### config.mk
export PLATFORM = sky130hd
export DESIGN_NAME = mlh_ctrl
export DESIGN_NICKNAME = d
export VERILOG_FILES = /design/src/design/mlh_pkg.sv /design/src/design/mlh_ctrl.sv
export SDC_FILE = /design/constraint.sdc
export NUM_CORES = 1
export LEC_CHECK = 0
export ABC_AREA = 1
export BUFFER_PORTS_ARGS = -buffer_cell sky130_fd_sc_hd__buf_4
export CAP_MARGIN = 20
export CORE_MARGIN = 2
export CORE_UTILIZATION = 33
export DETAILED_ROUTE_END_ITERATION = 16
export PLACE_DENSITY = 0.45
export SLEW_MARGIN = 15
export SYNTH_ARGS = -nofsm -noshare
export SYNTH_HDL_FRONTEND = slang
export SYNTH_SLANG_ARGS = --single-unit
### constraint.sdc
create_clock -name clock -period 6.51 [get_ports clock]
set_input_delay 0.9765 -clock clock [delete_from_list [all_inputs] [get_ports clock]]
set_output_delay 0.9765 -clock clock [all_outputs]
set_load 0.02 [all_outputs]
### src/design/mlh_pkg.sv
// ----------------------------------------------------------------------------
// mlh_pkg: shared types and constants of the max line hull engine
// Field widths, status codes, controller states and the command and status
// bundles between the controller and the datapath.
// ----------------------------------------------------------------------------
package mlh_pkg;

   localparam int MAX_LINES_DEF = 64;
   localparam int SLOPE_W       = 32;
   localparam int ICPT_W        = 63;
   localparam int X_W           = 32;
   localparam int VAL_W         = 64;
   localparam int LINE_W        = SLOPE_W + ICPT_W;
   localparam int REQ_DATA_W    = 128;

   typedef enum logic [1:0] {
      ST_DONE      = 2'd0,
      ST_REDUNDANT = 2'd1,
      ST_FULL      = 2'd2,
      ST_EMPTY     = 2'd3
   } mlh_status_type;

   typedef enum logic [1:0] {
      CTX_INS,
      CTX_RIGHT,
      CTX_LEFT
   } mlh_ctx_type;

   typedef enum logic [1:0] {
      SLOT_L = 2'd0,
      SLOT_M = 2'd1,
      SLOT_R = 2'd2
   } mlh_slot_type;

   typedef enum logic [4:0] {
      S_IDLE,
      S_SCAN_RD,
      S_SCAN_CHK,
      S_SHIFT_CHK,
      S_SHIFT_WR,
      S_RED_START,
      S_LD_RD,
      S_LD_CAP,
      S_RED_EVAL,
      S_CROSS_A,
      S_DIV_A,
      S_CROSS_B,
      S_DIV_B,
      S_RED_CMP,
      S_RED_ACT,
      S_RM_CHK,
      S_RM_WR,
      S_CHK_RIGHT,
      S_CHK_LEFT,
      S_Q_CHK,
      S_V_RD,
      S_V_CAP,
      S_V_MUL,
      S_V_ADD,
      S_Q_CMP,
      S_OUT
   } mlh_state_type;

   typedef struct packed {
      logic           capture;
      logic           ram_we;
      logic           wr_new;
      logic           ld_en;
      mlh_slot_type   ld_slot;
      logic           pair;       // 0: left/middle, 1: middle/right
      logic           div_start;
      logic           cross_ld;
      logic           cross_sent;
      logic           mul;
      logic           val_ld;
      logic           val_idx;
      logic           out_ld;
      logic           out_best;
      mlh_status_type out_status;
   } mlh_cmd_type;

   typedef struct packed {
      logic le_new;
      logic eq_lm;
      logic le_ml;
      logic eq_mr;
      logic le_mr;
      logic red_mid;
      logic val_lt;
      logic div_done;
   } mlh_sts_type;

endpackage

### src/design/mlh_ctrl.sv
// ----------------------------------------------------------------------------
// mlh_ctrl: sequencing controller
// Walks the table for insert position, shifts, redundancy tests, removals
// and the query binary search; owns the line count and all indices.
// ----------------------------------------------------------------------------
module mlh_ctrl #(
   parameter int MAX_LINES = mlh_pkg::MAX_LINES_DEF
) (
   input  logic                          clock,
   input  logic                          reset,
   input  logic                          req_tvalid,
   output logic                          req_tready,
   input  logic                          req_mode,
   output logic                          rsp_tvalid,
   input  logic                          rsp_tready,
   input  mlh_pkg::mlh_sts_type          sts,
   output mlh_pkg::mlh_cmd_type          cmd,
   output logic [$clog2(MAX_LINES)-1:0]  rd_addr,
   output logic [$clog2(MAX_LINES)-1:0]  wr_addr
);

   localparam int AW = $clog2(MAX_LINES);
   localparam int CW = $clog2(MAX_LINES + 1);

   mlh_pkg::mlh_state_type  state_ff, state_in;
   mlh_pkg::mlh_ctx_type    ctx_ff, ctx_in;
   mlh_pkg::mlh_status_type status_ff, status_in;
   logic [CW-1:0] count_ff, count_in;
   logic [CW-1:0] pos_ff, pos_in;
   logic [CW-1:0] i_ff, i_in;
   logic [CW-1:0] k_ff, k_in;
   logic [CW-1:0] lo_ff, lo_in;
   logic [CW-1:0] hi_ff, hi_in;
   logic [1:0]    j_ff, j_in;
   logic          red_ff, red_in;
   logic          vslot_ff, vslot_in;
   logic          final_ff, final_in;
   logic          mode_ff, mode_in;
   logic          rsp_valid_ff, rsp_valid_in;
   logic          i_last;
   logic [1:0]    j_last;
   logic          out_free;
   logic [CW-1:0] rd_idx, wr_idx;

   assign i_last   = CW'(i_ff + CW'(1)) >= count_ff;
   assign j_last   = i_last ? 2'd1 : 2'd2;
   assign out_free = !rsp_valid_ff || rsp_tready;

   // next state and register updates
   always_comb begin
      state_in     = state_ff;
      ctx_in       = ctx_ff;
      status_in    = status_ff;
      count_in     = count_ff;
      pos_in       = pos_ff;
      i_in         = i_ff;
      k_in         = k_ff;
      lo_in        = lo_ff;
      hi_in        = hi_ff;
      j_in         = j_ff;
      red_in       = red_ff;
      vslot_in     = vslot_ff;
      final_in     = final_ff;
      mode_in      = mode_ff;
      rsp_valid_in = rsp_valid_ff && !rsp_tready;
      unique case (state_ff)
         mlh_pkg::S_IDLE: begin
            if (req_tvalid) begin
               mode_in = req_mode;
               if (!req_mode) begin
                  if (count_ff == CW'(MAX_LINES)) begin
                     status_in = mlh_pkg::ST_FULL;
                     state_in  = mlh_pkg::S_OUT;
                  end else begin
                     k_in     = '0;
                     state_in = mlh_pkg::S_SCAN_RD;
                  end
               end else begin
                  if (count_ff == '0) begin
                     status_in = mlh_pkg::ST_EMPTY;
                     state_in  = mlh_pkg::S_OUT;
                  end else begin
                     lo_in    = '0;
                     hi_in    = CW'(count_ff - CW'(1));
                     state_in = mlh_pkg::S_Q_CHK;
                  end
               end
            end
         end
         mlh_pkg::S_SCAN_RD: begin
            if (k_ff == count_ff) begin
               pos_in   = k_ff;
               state_in = mlh_pkg::S_SHIFT_CHK;
            end else begin
               state_in = mlh_pkg::S_SCAN_CHK;
            end
         end
         mlh_pkg::S_SCAN_CHK: begin
            if (sts.le_new) begin
               k_in     = CW'(k_ff + CW'(1));
               state_in = mlh_pkg::S_SCAN_RD;
            end else begin
               pos_in   = k_ff;
               k_in     = count_ff;
               state_in = mlh_pkg::S_SHIFT_CHK;
            end
         end
         mlh_pkg::S_SHIFT_CHK: begin
            if (k_ff == pos_ff) begin
               count_in = CW'(count_ff + CW'(1));
               i_in     = pos_ff;
               ctx_in   = mlh_pkg::CTX_INS;
               state_in = mlh_pkg::S_RED_START;
            end else begin
               state_in = mlh_pkg::S_SHIFT_WR;
            end
         end
         mlh_pkg::S_SHIFT_WR: begin
            k_in     = CW'(k_ff - CW'(1));
            state_in = mlh_pkg::S_SHIFT_CHK;
         end
         mlh_pkg::S_RED_START: begin
            if (i_ff == '0 && count_ff < CW'(2)) begin
               red_in   = 1'b0;
               state_in = mlh_pkg::S_RED_ACT;
            end else begin
               j_in     = (i_ff == '0) ? 2'd1 : 2'd0;
               state_in = mlh_pkg::S_LD_RD;
            end
         end
         mlh_pkg::S_LD_RD: begin
            state_in = mlh_pkg::S_LD_CAP;
         end
         mlh_pkg::S_LD_CAP: begin
            if (j_ff == j_last) begin
               state_in = mlh_pkg::S_RED_EVAL;
            end else begin
               j_in     = j_ff + 2'd1;
               state_in = mlh_pkg::S_LD_RD;
            end
         end
         mlh_pkg::S_RED_EVAL: begin
            if (i_ff == '0) begin
               red_in   = sts.eq_mr && sts.le_mr;
               state_in = mlh_pkg::S_RED_ACT;
            end else if (i_last) begin
               red_in   = sts.eq_lm && sts.le_ml;
               state_in = mlh_pkg::S_RED_ACT;
            end else begin
               state_in = mlh_pkg::S_CROSS_A;
            end
         end
         mlh_pkg::S_CROSS_A: begin
            state_in = sts.eq_lm ? mlh_pkg::S_CROSS_B : mlh_pkg::S_DIV_A;
         end
         mlh_pkg::S_DIV_A: begin
            if (sts.div_done) begin
               state_in = mlh_pkg::S_CROSS_B;
            end
         end
         mlh_pkg::S_CROSS_B: begin
            state_in = sts.eq_mr ? mlh_pkg::S_RED_CMP : mlh_pkg::S_DIV_B;
         end
         mlh_pkg::S_DIV_B: begin
            if (sts.div_done) begin
               state_in = mlh_pkg::S_RED_CMP;
            end
         end
         mlh_pkg::S_RED_CMP: begin
            red_in   = sts.red_mid;
            state_in = mlh_pkg::S_RED_ACT;
         end
         mlh_pkg::S_RED_ACT: begin
            if (red_ff) begin
               k_in     = i_ff;
               state_in = mlh_pkg::S_RM_CHK;
            end else begin
               unique case (ctx_ff)
                  mlh_pkg::CTX_INS:   state_in = mlh_pkg::S_CHK_RIGHT;
                  mlh_pkg::CTX_RIGHT: state_in = mlh_pkg::S_CHK_LEFT;
                  default: begin
                     status_in = mlh_pkg::ST_DONE;
                     state_in  = mlh_pkg::S_OUT;
                  end
               endcase
            end
         end
         mlh_pkg::S_RM_CHK: begin
            if (CW'(k_ff + CW'(1)) < count_ff) begin
               state_in = mlh_pkg::S_RM_WR;
            end else begin
               count_in = CW'(count_ff - CW'(1));
               unique case (ctx_ff)
                  mlh_pkg::CTX_INS: begin
                     status_in = mlh_pkg::ST_REDUNDANT;
                     state_in  = mlh_pkg::S_OUT;
                  end
                  mlh_pkg::CTX_RIGHT: state_in = mlh_pkg::S_CHK_RIGHT;
                  default: begin
                     pos_in   = CW'(pos_ff - CW'(1));
                     state_in = mlh_pkg::S_CHK_LEFT;
                  end
               endcase
            end
         end
         mlh_pkg::S_RM_WR: begin
            k_in     = CW'(k_ff + CW'(1));
            state_in = mlh_pkg::S_RM_CHK;
         end
         mlh_pkg::S_CHK_RIGHT: begin
            ctx_in = mlh_pkg::CTX_RIGHT;
            if (CW'(pos_ff + CW'(1)) < count_ff) begin
               i_in     = CW'(pos_ff + CW'(1));
               state_in = mlh_pkg::S_RED_START;
            end else begin
               state_in = mlh_pkg::S_CHK_LEFT;
            end
         end
         mlh_pkg::S_CHK_LEFT: begin
            ctx_in = mlh_pkg::CTX_LEFT;
            if (pos_ff != '0) begin
               i_in     = CW'(pos_ff - CW'(1));
               state_in = mlh_pkg::S_RED_START;
            end else begin
               status_in = mlh_pkg::ST_DONE;
               state_in  = mlh_pkg::S_OUT;
            end
         end
         mlh_pkg::S_Q_CHK: begin
            vslot_in = 1'b0;
            if (lo_ff < hi_ff) begin
               k_in     = CW'(lo_ff + ((hi_ff - lo_ff) >> 1));
               final_in = 1'b0;
            end else begin
               k_in     = lo_ff;
               final_in = 1'b1;
            end
            state_in = mlh_pkg::S_V_RD;
         end
         mlh_pkg::S_V_RD:  state_in = mlh_pkg::S_V_CAP;
         mlh_pkg::S_V_CAP: state_in = mlh_pkg::S_V_MUL;
         mlh_pkg::S_V_MUL: state_in = mlh_pkg::S_V_ADD;
         mlh_pkg::S_V_ADD: begin
            if (final_ff) begin
               status_in = mlh_pkg::ST_DONE;
               state_in  = mlh_pkg::S_OUT;
            end else if (!vslot_ff) begin
               vslot_in = 1'b1;
               k_in     = CW'(k_ff + CW'(1));
               state_in = mlh_pkg::S_V_RD;
            end else begin
               state_in = mlh_pkg::S_Q_CMP;
            end
         end
         mlh_pkg::S_Q_CMP: begin
            // k holds mid + 1 here
            if (sts.val_lt) begin
               lo_in = k_ff;
            end else begin
               hi_in = CW'(k_ff - CW'(1));
            end
            state_in = mlh_pkg::S_Q_CHK;
         end
         mlh_pkg::S_OUT: begin
            if (out_free) begin
               rsp_valid_in = 1'b1;
               state_in     = mlh_pkg::S_IDLE;
            end
         end
         default: state_in = mlh_pkg::S_IDLE;
      endcase
   end

   // command outputs
   always_comb begin
      cmd            = '0;
      cmd.ld_slot    = mlh_pkg::SLOT_L;
      cmd.out_status = status_ff;
      rd_idx         = k_ff;
      wr_idx         = k_ff;
      unique case (state_ff)
         mlh_pkg::S_IDLE: begin
            cmd.capture = req_tvalid;
         end
         mlh_pkg::S_SHIFT_CHK: begin
            if (k_ff == pos_ff) begin
               cmd.ram_we = 1'b1;
               cmd.wr_new = 1'b1;
               wr_idx     = pos_ff;
            end else begin
               rd_idx = CW'(k_ff - CW'(1));
            end
         end
         mlh_pkg::S_SHIFT_WR: begin
            cmd.ram_we = 1'b1;
         end
         mlh_pkg::S_LD_RD: begin
            rd_idx = CW'(i_ff + CW'(j_ff) - CW'(1));
         end
         mlh_pkg::S_LD_CAP: begin
            cmd.ld_en   = 1'b1;
            cmd.ld_slot = mlh_pkg::mlh_slot_type'(j_ff);
         end
         mlh_pkg::S_CROSS_A: begin
            cmd.cross_ld   = sts.eq_lm;
            cmd.cross_sent = 1'b1;
            cmd.div_start  = !sts.eq_lm;
         end
         mlh_pkg::S_DIV_A: begin
            cmd.cross_ld = sts.div_done;
         end
         mlh_pkg::S_CROSS_B: begin
            cmd.pair       = 1'b1;
            cmd.cross_ld   = sts.eq_mr;
            cmd.cross_sent = 1'b1;
            cmd.div_start  = !sts.eq_mr;
         end
         mlh_pkg::S_DIV_B: begin
            cmd.pair     = 1'b1;
            cmd.cross_ld = sts.div_done;
         end
         mlh_pkg::S_RM_CHK: begin
            rd_idx = CW'(k_ff + CW'(1));
         end
         mlh_pkg::S_RM_WR: begin
            cmd.ram_we = 1'b1;
         end
         mlh_pkg::S_V_CAP: begin
            cmd.ld_en   = 1'b1;
            cmd.ld_slot = mlh_pkg::SLOT_M;
         end
         mlh_pkg::S_V_MUL: begin
            cmd.mul = 1'b1;
         end
         mlh_pkg::S_V_ADD: begin
            cmd.val_ld  = 1'b1;
            cmd.val_idx = vslot_ff;
         end
         mlh_pkg::S_OUT: begin
            cmd.out_ld   = out_free;
            cmd.out_best = mode_ff && (status_ff == mlh_pkg::ST_DONE);
         end
         default: begin
         end
      endcase
   end

   always_ff @(posedge clock) begin
      if (reset) begin
         state_ff     <= mlh_pkg::S_IDLE;
         count_ff     <= '0;
         rsp_valid_ff <= 1'b0;
      end else begin
         state_ff     <= state_in;
         count_ff     <= count_in;
         rsp_valid_ff <= rsp_valid_in;
      end
      ctx_ff    <= ctx_in;
      status_ff <= status_in;
      pos_ff    <= pos_in;
      i_ff      <= i_in;
      k_ff      <= k_in;
      lo_ff     <= lo_in;
      hi_ff     <= hi_in;
      j_ff      <= j_in;
      red_ff    <= red_in;
      vslot_ff  <= vslot_in;
      final_ff  <= final_in;
      mode_ff   <= mode_in;
   end

   assign req_tready = state_ff == mlh_pkg::S_IDLE;
   assign rsp_tvalid = rsp_valid_ff;
   assign rd_addr    = rd_idx[AW-1:0];
   assign wr_addr    = wr_idx[AW-1:0];

   a_count_bound: assert property (@(posedge clock) disable iff (reset)
      count_ff <= CW'(MAX_LINES))
      else $error("line count above table size");

   a_write_in_range: assert property (@(posedge clock) disable iff (reset)
      cmd.ram_we |-> wr_idx <= count_ff)
      else $error("table write beyond kept lines");

   a_result_from_out: assert property (@(posedge clock) disable iff (reset)
      $rose(rsp_valid_ff) |-> $past(state_ff) == mlh_pkg::S_OUT)
      else $error("result raised outside output state");

   a_full_no_insert: assert property (@(posedge clock) disable iff (reset)
      (state_ff == mlh_pkg::S_SCAN_RD) |-> count_ff < CW'(MAX_LINES))
      else $error("insert started on a full table");

endmodule

==> After elaboration in Yosys (flattened, before gate mapping) <==
Index checks and enable logic that the tools add are counted.
{ "totals": {"output_inout_bits": 31, "reg_bits": 58} }
{ "classes": {"eq_ne": 61, "add_sub_neg": 12, "n_mux": 99, "n_lt_le_gt_ge": 5, "reduce_logical": 43} }
{ "op_table": {"columns": ["operator", "count"], "rows": [
  ["2-to-1 mux 7 bit", 25],
  ["case mux 5 bit (26 select lines)", 1],
  ["inequality test 2 bit (second input constant)", 26],
  ["== test 5 bit (second input constant)", 10],
  ["case mux 7 bit (7 select lines)", 1],
  ["2-to-1 mux 5 bit", 9],
  ["case mux 7 bit (2 select lines)", 3],
  ["case mux 7 bit (3 select lines)", 2],
  ["== test 5 x 4 -> 1 bit (second input constant)", 8],
  ["2-to-1 mux 2 bit", 18],
  ["adder 7 x 1 -> 7 bit (second input constant)", 4],
  ["2-to-1 mux 4 bit", 6],
  ["< comparator 7 bit", 3],
  ["subtractor 7 x 1 -> 7 bit (second input constant)", 3],
  ["== test 5 x 3 -> 1 bit (second input constant)", 4],
  ["2-to-1 mux 6 bit", 3],
  ["case mux 6 bit (3 select lines)", 1],
  ["2-to-1 mux 1 bit", 17],
  ["case mux 4 bit (2 select lines)", 2],
  ["AND reduction 5 bit", 3],
  ["== test 7 bit", 2],
  ["logical NOT 7 bit", 2],
  ["nonzero test 7 bit", 2],
  ["== test 5 x 2 -> 1 bit (second input constant)", 2],
  ["other kinds (36)", 63]
]} }

==> Depth between registers and ports, before layout <==
Gate-level depths: netlist of the first run.
{ "depth": {"depth_word": 6, "depth_mapped": 18, "depth_no_buf": 17} }

==> Worst setup path after synthesis of the first run <==
Ideal clock, no wire load.
{ "synth_path": {"path_kind": "reg-to-output", "from": "register i_ff[1]", "to": "output rd_addr[5]", "path_buffers": 0, "arrival_time_ns": 2.083, "path_stages_with_launch": 13, "setup_slack_ns": 3.450, "cell_sequence": "edfxtp_1 > inv_1 > ha_1 > inv_1 > ha_1 > fa_1 > inv_1 > or2_2 > nand2_1 > a21oi_1 > or2_2 > nand3_1 > o2111ai_1"} }
{ "synth_via": {"elab_chain_len": 3} }
{ "synth_lines": {"columns": ["element", "line", "source"], "rows": [
  ["start: declaration", "mlh_ctrl.sv:30", "logic [CW-1:0] i_ff, i_in;"],
  ["start signal: assignment", "mlh_ctrl.sv:361", "i_ff <= i_in;"],
  ["adder 6 x 2 -> 6 bit", "mlh_ctrl.sv:298", "rd_idx = CW'(i_ff + CW'(j_ff) - CW'(1));"],
  ["subtractor 6 x 1 -> 6 bit", "mlh_ctrl.sv:298", null],
  ["case mux 6 bit (3 select lines)", "mlh_ctrl.sv:281", "unique case (state_ff)"],
  ["end: declaration", "mlh_ctrl.sv:18", "output logic [$clog2(MAX_LINES)-1:0] rd_addr,"]
]} }
Every way passes these cells.

==> Final worst setup path of the first run <==
{ "layout_path": {"from": "register state_ff[4]", "to": "output rd_addr[2]"} }
{ "layout_via": {"elab_chain_len": 2, "word_cells_on_any_way": 4, "classes_between": "eq/ne: 3; mux: 1"} }
{ "layout_lines": {"columns": ["element", "line", "source"], "rows": [
  ["start: declaration", "mlh_ctrl.sv:25", "mlh_pkg::mlh_state_type state_ff, state_in;"],
  ["start signal: assignment", "mlh_ctrl.sv:350", "state_ff <= mlh_pkg::S_IDLE;"],
  ["start signal: assignment", "mlh_ctrl.sv:354", "state_ff <= state_in;"],
  ["== test 5 x 4 -> 1 bit (tied with other cells)", "mlh_ctrl.sv:281", null],
  ["case mux 6 bit (3 select lines) *", "mlh_ctrl.sv:281", null]
]} }
Every way passes the cells marked *; elsewhere a longest branch is shown, timed or not.

==> qor.yml, run 1 <==
final_layout:
  finalNetCount: 911
  fin_cells: 1073
  stdcell_area_um2: 6500
  fillerInstances: 1837
  synthToLayoutAreaGrowth_pct: 13.5
  utilization_pct: 38.0
  antenna_cells: 0
  drive_gt1_share_pct: 11.9
global_routing:
  grt_pass1_vias: 5462
  overflow: 0
  grtUsageTotal_pct: 22.7
  antenna_found_initial: 0
  grt_pass1_wl_mm: 31.2
  grt_max_degree: 27
power:
  p_total_w: 0.00283
  leakage_nw: 3.10
  pwr-share-clk_pct: 17.2
  powerDensity_nw_per_um2: 435
  comb_power_share_pct: 58.2
  peakVddDrop_v: 0.000188
  switching_share_pct: 49.7
  power_switching_w: 0.00141
  power.internal_w: 0.00142
  sequentialPowerShare_pct: 24.6
synthesis:
  seq_area_frac_synth_pct: 28.1
  synth_edf_count: 45
  synthesis.area_um2: 5730
  syn_avg_cell_area_um2: 7.03
  synthDistinctLibCells: 48
  syn_inst: 815
  yosysTopAreaCell: "edfxtp_1"
  async_reset_ff_share_pct: 0
  synth_top_area_share_pct: 23.6
  ys_seq_elements: 58
  ys.flop_type: "edfxtp_1"
  yosysWarningCount: 0
  ys_top_cells_by_area: "edfxtp_1 (24%), nand2_1 (12%), ha_1 (11%), inv_1 (6.8%), nor2_1 (5.8%)"
  synthesis.nets: 883
route:
  wl_per_cell_um: 18.9
  num_vias: 5638
  routed_via_density: 5.25
  ant_nets: 0
  drcViolationCount: 0
  drt-pass1-iter-count: 5
  wirelength_mm: 20.3
  drt-initial-drc-count: 541
sta:
  skew_ns: 0.00737
  fin_tns_setup_ns: 0
  setup_viol: 0
  fmax_mhz: 275
  final_max_slew_viol_count: 0
  finalHoldViolCount: 0
  slew_headroom_pct: 41.8
  fin_crit_ns: 3.63
  post-route-period-util_pct: 55.8
  tightest_slew_ns: 0.871
  rsz0062_at_grt: "false"
clocking:
  cts_buffer_depth: 2
  clkLatencyLatePin_ns: 0.34
  ctsResizeCount: 0
  cts-root-buf: "clkbuf_16"
  h-tree-depth: 3
  cts_made_buffers: 9
  clkTransAtPathRegs_ns: 0.06
  cts.sinks: 58
  post_cts_buffers: 0
  holdBufCountCts: 0
  cts_tree: "yes"
die:
  num_rows: 48
  die_area_um2: 18400
  core_area_um2: 17100
  io_pins: 44
  die_w_um: 136
  initial_utilization_pct: 33.5
  die_h_um: 136
place:
  hpwlAfterDp_mm: 16.2
  port-buffer-count: 43
  dp.cells: 1057
  routabilityCongestion: 0.950
  dpl_cell_area_um2: 6200
job:
  max_cap_violations: 0
setup_path:
  cp.buffers_inverters: 4
  worstSetupPathType: "reg2out"
  crit_path_max_fanout: 26
  crit_slowest_cell: "nor2_4"
  crit_top_cell: "inv_2"
  crit_arrival_ns: 2.66
  path_delay_family: "buffers and inverters"
  start_kind: "flop"
  critical_path_required_ns: 5.53
  crit_chain: "inv_2 > nand3_2 > nor2_4 > inv_2 > nand2_2 > o21ai_2 > inv_2 > o221ai_1 > buf_4"
  slowest_delay_ns: 0.43
  crit_path_end_kind: "output pin"
outcome:
  status: "complete, no violations"
worst_hold_path:
  hold_class: "reg2reg"
cell families after synthesis:
family,count (synthesis),share of synthesized area [%]
multiplexers,1,0.175
XOR/XNOR,42,6.42
adder cells (fa/ha/maj),55,12.4
buffers and inverters,147,10.3
AO/OA/AOI/OAI,131,13.7
AND/OR/NAND/NOR,381,28.8
flip-flops,58,28.1
registers in the layout, summed over array words and instances (netlist names):
| register | count |
|---|---|
| state_ff | 5 |
| j_ff | 2 |
| hi_ff | 7 |
| k_ff | 7 |
| lo_ff | 7 |
| rsp_tvalid | 1 |
| status_ff | 2 |
| vslot_ff | 1 |
| final_ff | 1 |
| pos_ff | 7 |
| ctx_ff | 2 |
| mode_ff | 1 |
| red_ff | 1 |
| count_ff | 7 |
| i_ff | 7 |
through the flow:
step	setup WS, ns	hold WS, ns
floorplan	3.45	0.574
global placement	3.27	0.545
detailed placement	3.26	0.559
CTS	2.87	0.571
global route	2.68	0.637
finish	2.88	0.570
Yosys cell counts, types with 3 or more instances:
cell type  number
nand3_1        52
nand4_1        10
a221oi_1        5
nand3_2         3
o211ai_1        6
edfxtp_1       45
clkbuf_1        9
xnor2_1        10
o21ai_1        11
o21ai_0        37
dfxtp_1        13
o22ai_1         7
buf_2          10
nand2_2         6
a21oi_1        38
nor2_1         88
fa_1            3
nor2_2         12
a31oi_1         4
buf_4           5
ha_1           52
xor2_1         32
nor2_4          4
nand2_1       185
o221ai_1        7
inv_1         104
nor3_1         13
inv_2          14
placed cells by master, fill, tap and decap left out, types with 4 or more instances in the layout:
cell	count
nand2_1	185
nor2_4	4
xnor2_1	10
buf_4	43
o21ai_0	37
dfxtp_1	13
o211ai_1	6
nor2_1	88
inv_2	14
edfxtp_1	45
nand4_1	10
nor2_2	12
o21ai_1	11
o22ai_1	7
nand3_1	52
inv_1	104
nand2_2	6
a221oi_1	5
o221ai_1	7
a21oi_1	38
xor2_1	32
ha_1	52
clkbuf_16	11
nor3_1	13
a31oi_1	4
worst register-to-register path: cells and delay by family, from the launching register on:
kind / cells / cell delay [ns]
flip-flops: 1 / 0.65
XOR/XNOR: 1 / 0.25
adder cells (fa/ha/maj): 1 / 0.29
AO/OA/AOI/OAI: 1 / 0.64
AND/OR/NAND/NOR: 6 / 0.53
buffers and inverters: 3 / 0.43
metal layers:
metal | global-route usage (%) | share of wire [%] | up-vias
met5 | 0 | 0 | -
li1 | - | - | 2750
met4 | 7.12 | 2.2 | 0
met2 | 34.9 | 45 | 209
met3 | 6.17 | 7.7 | 25
met1 | 31.0 | 45 | 2654
worst paths after layout:
path,slack [ns],from,endpoint,depth (start not counted)
setup / recovery,2.88,state_ff[4],rd_addr[2],9
hold reg to reg,0.57,rsp_tvalid,rsp_tvalid,4
setup reg to reg,3.36,k_ff[3],pos_ff[4],12
hold / removal,0.57,rsp_tvalid,rsp_tvalid,4
power by group through the flow:
| stage | sequential [W] | clock (W) | combinational, W |
|---|---|---|---|
| 2_1_floorplan | 0.000592 | 0 | 0.00122 |
| 3_3_place_gp | 0.000697 | 0 | 0.00161 |
| 3_5_place_dp | 0.000698 | 0 | 0.00161 |
| 4_1_cts | 0.000692 | 0.000495 | 0.00163 |
| 5_1_grt | 0.000710 | 0.000513 | 0.00183 |
| 6_report | 0.000696 | 0.000487 | 0.00165 |
cell type report:
type / instances / area (um^2) / share of cell area (%)
clock buffer: 15 / 300 / 4.62
clock inverter: 1 / 5.00 / 0.0769
inverter: 120 / 450 / 6.92
multi-input combinational: 610 / 3530 / 54.2
sequential: 58 / 1610 / 24.8
tap: 225 / 282 / 4.33
timing repair buffer: 44 / 328 / 5.04
No activity file was read; power rests on OpenSTA's default activity.
==> run 2: changes to the inputs <==
ABC_AREA = 0   (was 1)
clock period = 3.6 ns   (was 6.51 ns; I/O delays follow)
==> run 2 against run 1 <==
Against the previous run:
- clock power grew 63%
- register-to-register slack lost 2.9 ns
- critical path depth increased by 2
==> qor.yml, run 2 <==
synthesis:
  yosysTopAreaCell: "edfxtp_1"
  synthesis.area_um2: 5810
  syn_avg_cell_area_um2: 8.12
  ys_top_cells_by_area: "edfxtp_1 (23%), ha_1 (11%), xnor2_1 (6.5%), nand2_1 (4.5%), dfxtp_1 (4.5%)"
  ys.flop_type: "edfxtp_1"
  ys_seq_elements: 58
  synth_most_common_cell: "nand2_1"
  synth_edf_count: 45
  async_reset_ff_share_pct: 0
  seq_area_frac_synth_pct: 27.7
  synthDistinctLibCells: 73
  synth_top_area_share_pct: 23.3
  ys_top_cells_by_count: "nand2_1 (70), nor2_1 (58), ha_1 (52)"
  syn_inst: 715
  yosysWarningCount: 0
  synthesis.nets: 783
power:
  pwr-share-clk_pct: 17.5
  comb_power_share_pct: 56.6
  sequentialPowerShare_pct: 25.9
  peakVddDrop_v: 0.000257
  leakage_nw: 2.62
  power_switching_w: 0.00217
  power.internal_w: 0.00238
  powerDensity_nw_per_um2: 685
  switching_share_pct: 47.6
route:
  ant_nets: 0
  met2_wirelength_mm: 9.08
  drcViolationCount: 0
  wl_per_cell_um: 20.7
  top_layer: "met4"
  wirelength_mm: 20.2
  wl_met3_mm: 1.07
  drt-pass1-iter-count: 5
  num_vias: 5492
  routed_via_density: 5.62
  drt-initial-drc-count: 570
  met1Wirelength_mm: 9.60
sta:
  slew_headroom_pct: 49.8
  fin_tns_setup_ns: 0
  post-route-period-util_pct: 90.5
  fin_crit_ns: 3.26
  setup_viol: 0
  tightest_slew_ns: 0.752
  worst_slack_ns: 0.343
  rsz0062_at_grt: "false"
  finalHoldViolCount: 0
  skew_ns: 0.00441
  final_max_slew_viol_count: 0
  fmax_mhz: 307
final_layout:
  layout_common_cells: "nand2_1 (70), buf_4 (69), nor2_1 (58)"
  final_common_cell: "nand2_1"
  synthToLayoutAreaGrowth_pct: 14.4
  drive_gt1_share_pct: 13.8
  antenna_cells: 0
  finalNetCount: 815
die:
  num_rows: 48
  die_w_um: 137
  core_area_um2: 17200
  initial_utilization_pct: 33.7
  io_pins: 44
  die_area_um2: 18700
  die_h_um: 137
clocking:
  cts_made_buffers: 9
  clkTransAtPathRegs_ns: 0.05
  holdBufCountCts: 0
  cts_buffer_depth: 2
  cts.sinks: 58
  cts-root-buf: "clkbuf_16"
  post_cts_buffers: 0
  h-tree-depth: 3
  ctsResizeCount: 0
  clkLatencyLatePin_ns: 0.34
  cts_tree: "yes"
setup_path:
  reg2reg_to: "i_ff[3]"
  critical_path_required_ns: 3.06
  crit_path_max_fanout: 5
  crit_arrival_ns: 2.72
  worstSetupPathType: "reg2out"
  r2r_start: "pos_ff[0]"
  ff2ff_path_depth: 10
  reg2reg_slack_ns: 0.45
  crit_path_end_kind: "output pin"
  start_kind: "flop"
place:
  port-buffer-count: 43
  pre_cts_slack_ns: 0.196
  routabilityCongestion: 0.904
  hpwlAfterDp_mm: 16.1
worst_hold_path:
  whs_endpoint: "mode_ff"
  hp-start: "req_mode"
  hold-path-cell-count: 1
  hold_class: "in2reg"
global_routing:
  overflow: 0
  grt_pass1_wl_mm: 31.3
  antenna_found_initial: 0
  grt_pass1_vias: 5392
  grtUsageTotal_pct: 22.4
  grt_max_degree: 22
outcome:
  status: "complete, no violations"
job:
  max_cap_violations: 0
-- run 2: power groups by stage --
| stage | registers [W] | clock network, W | logic, W |
|---|---|---|---|
| final | 0.00118 | 0.000795 | 0.00258 |
| after global routing | 0.00120 | 0.000839 | 0.00282 |
| after CTS | 0.00118 | 0.000811 | 0.00256 |
| after detailed placement | 0.00119 | 0 | 0.00254 |
| after global placement | 0.00119 | 0 | 0.00255 |
| after floorplan | 0.000993 | 0 | 0.00182 |
-- run 2: kinds of logic after synthesis --
kind of cell / after synthesis / synth area share [%]
AND/OR/NAND/NOR: 245 / 20.6
AO/OA/AOI/OAI: 191 / 21.1
buffers and inverters: 95 / 7.15
XOR/XNOR: 60 / 9.05
flip-flops: 58 / 27.7
adder cells (fa/ha/maj): 55 / 12.2
multiplexers: 11 / 2.15
-- run 2: routing by layer --
layer	GRT usage (%)	vias up
met5	0	-
met4	7.93	0
met3	3.67	28
met2	34.5	173
met1	31.6	2654
li1	-	2637
-- run 2: worst max-delay path by stage --
stage | start | end | depth (start not counted)
CTS | pos_ff[0] | i_ff[2] | 10
floorplan | k_ff[2] | pos_ff[0] | 10
detailed placement | pos_ff[0] | i_ff[2] | 10
global route | i_ff[1] | rd_addr[5] | 11
finish | i_ff[1] | rd_addr[5] | 11
global placement | pos_ff[0] | i_ff[1] | 10
-- run 2: cell type report --
cell class	instances	area (um^2)
Multi-Input combinational cell	562	3790
Fill cell	1799	10600
Tap cell	225	282
Timing Repair Buffer	69	518
Clock inverter	4	20.0
Clock buffer	12	246
Inverter	47	176
Sequential cell	58	1610
-- run 2: metrics by stage --
step / power [W] / util (%) / instance area [um^2] / std cells / hold WS (ns)
floorplan: 0.00281 / - / 5810 / 715 / 0.571
global placement: 0.00374 / 37.0 / 6370 / 961 / 0.548
detailed placement: 0.00373 / 37.0 / 6370 / 961 / 0.551
CTS: 0.00455 / 38.5 / 6640 / 977 / 0.419
global route: 0.00486 / 38.6 / 6650 / 977 / 0.426
finish: 0.00455 / 38.6 / 6650 / 977 / 0.430
-- run 2: critical path, stage by stage, from the launching register on --
cell and delay (ns):
edfxtp_1 0.44, inv_1 0.09, ha_1 0.28, inv_1 0.04, ha_1 0.21, fa_1 0.42, a21o_1 0.18, a21oi_1 0.18
xor2_1 0.17, a22oi_1 0.08, o211ai_1 0.12, buf_4 0.17
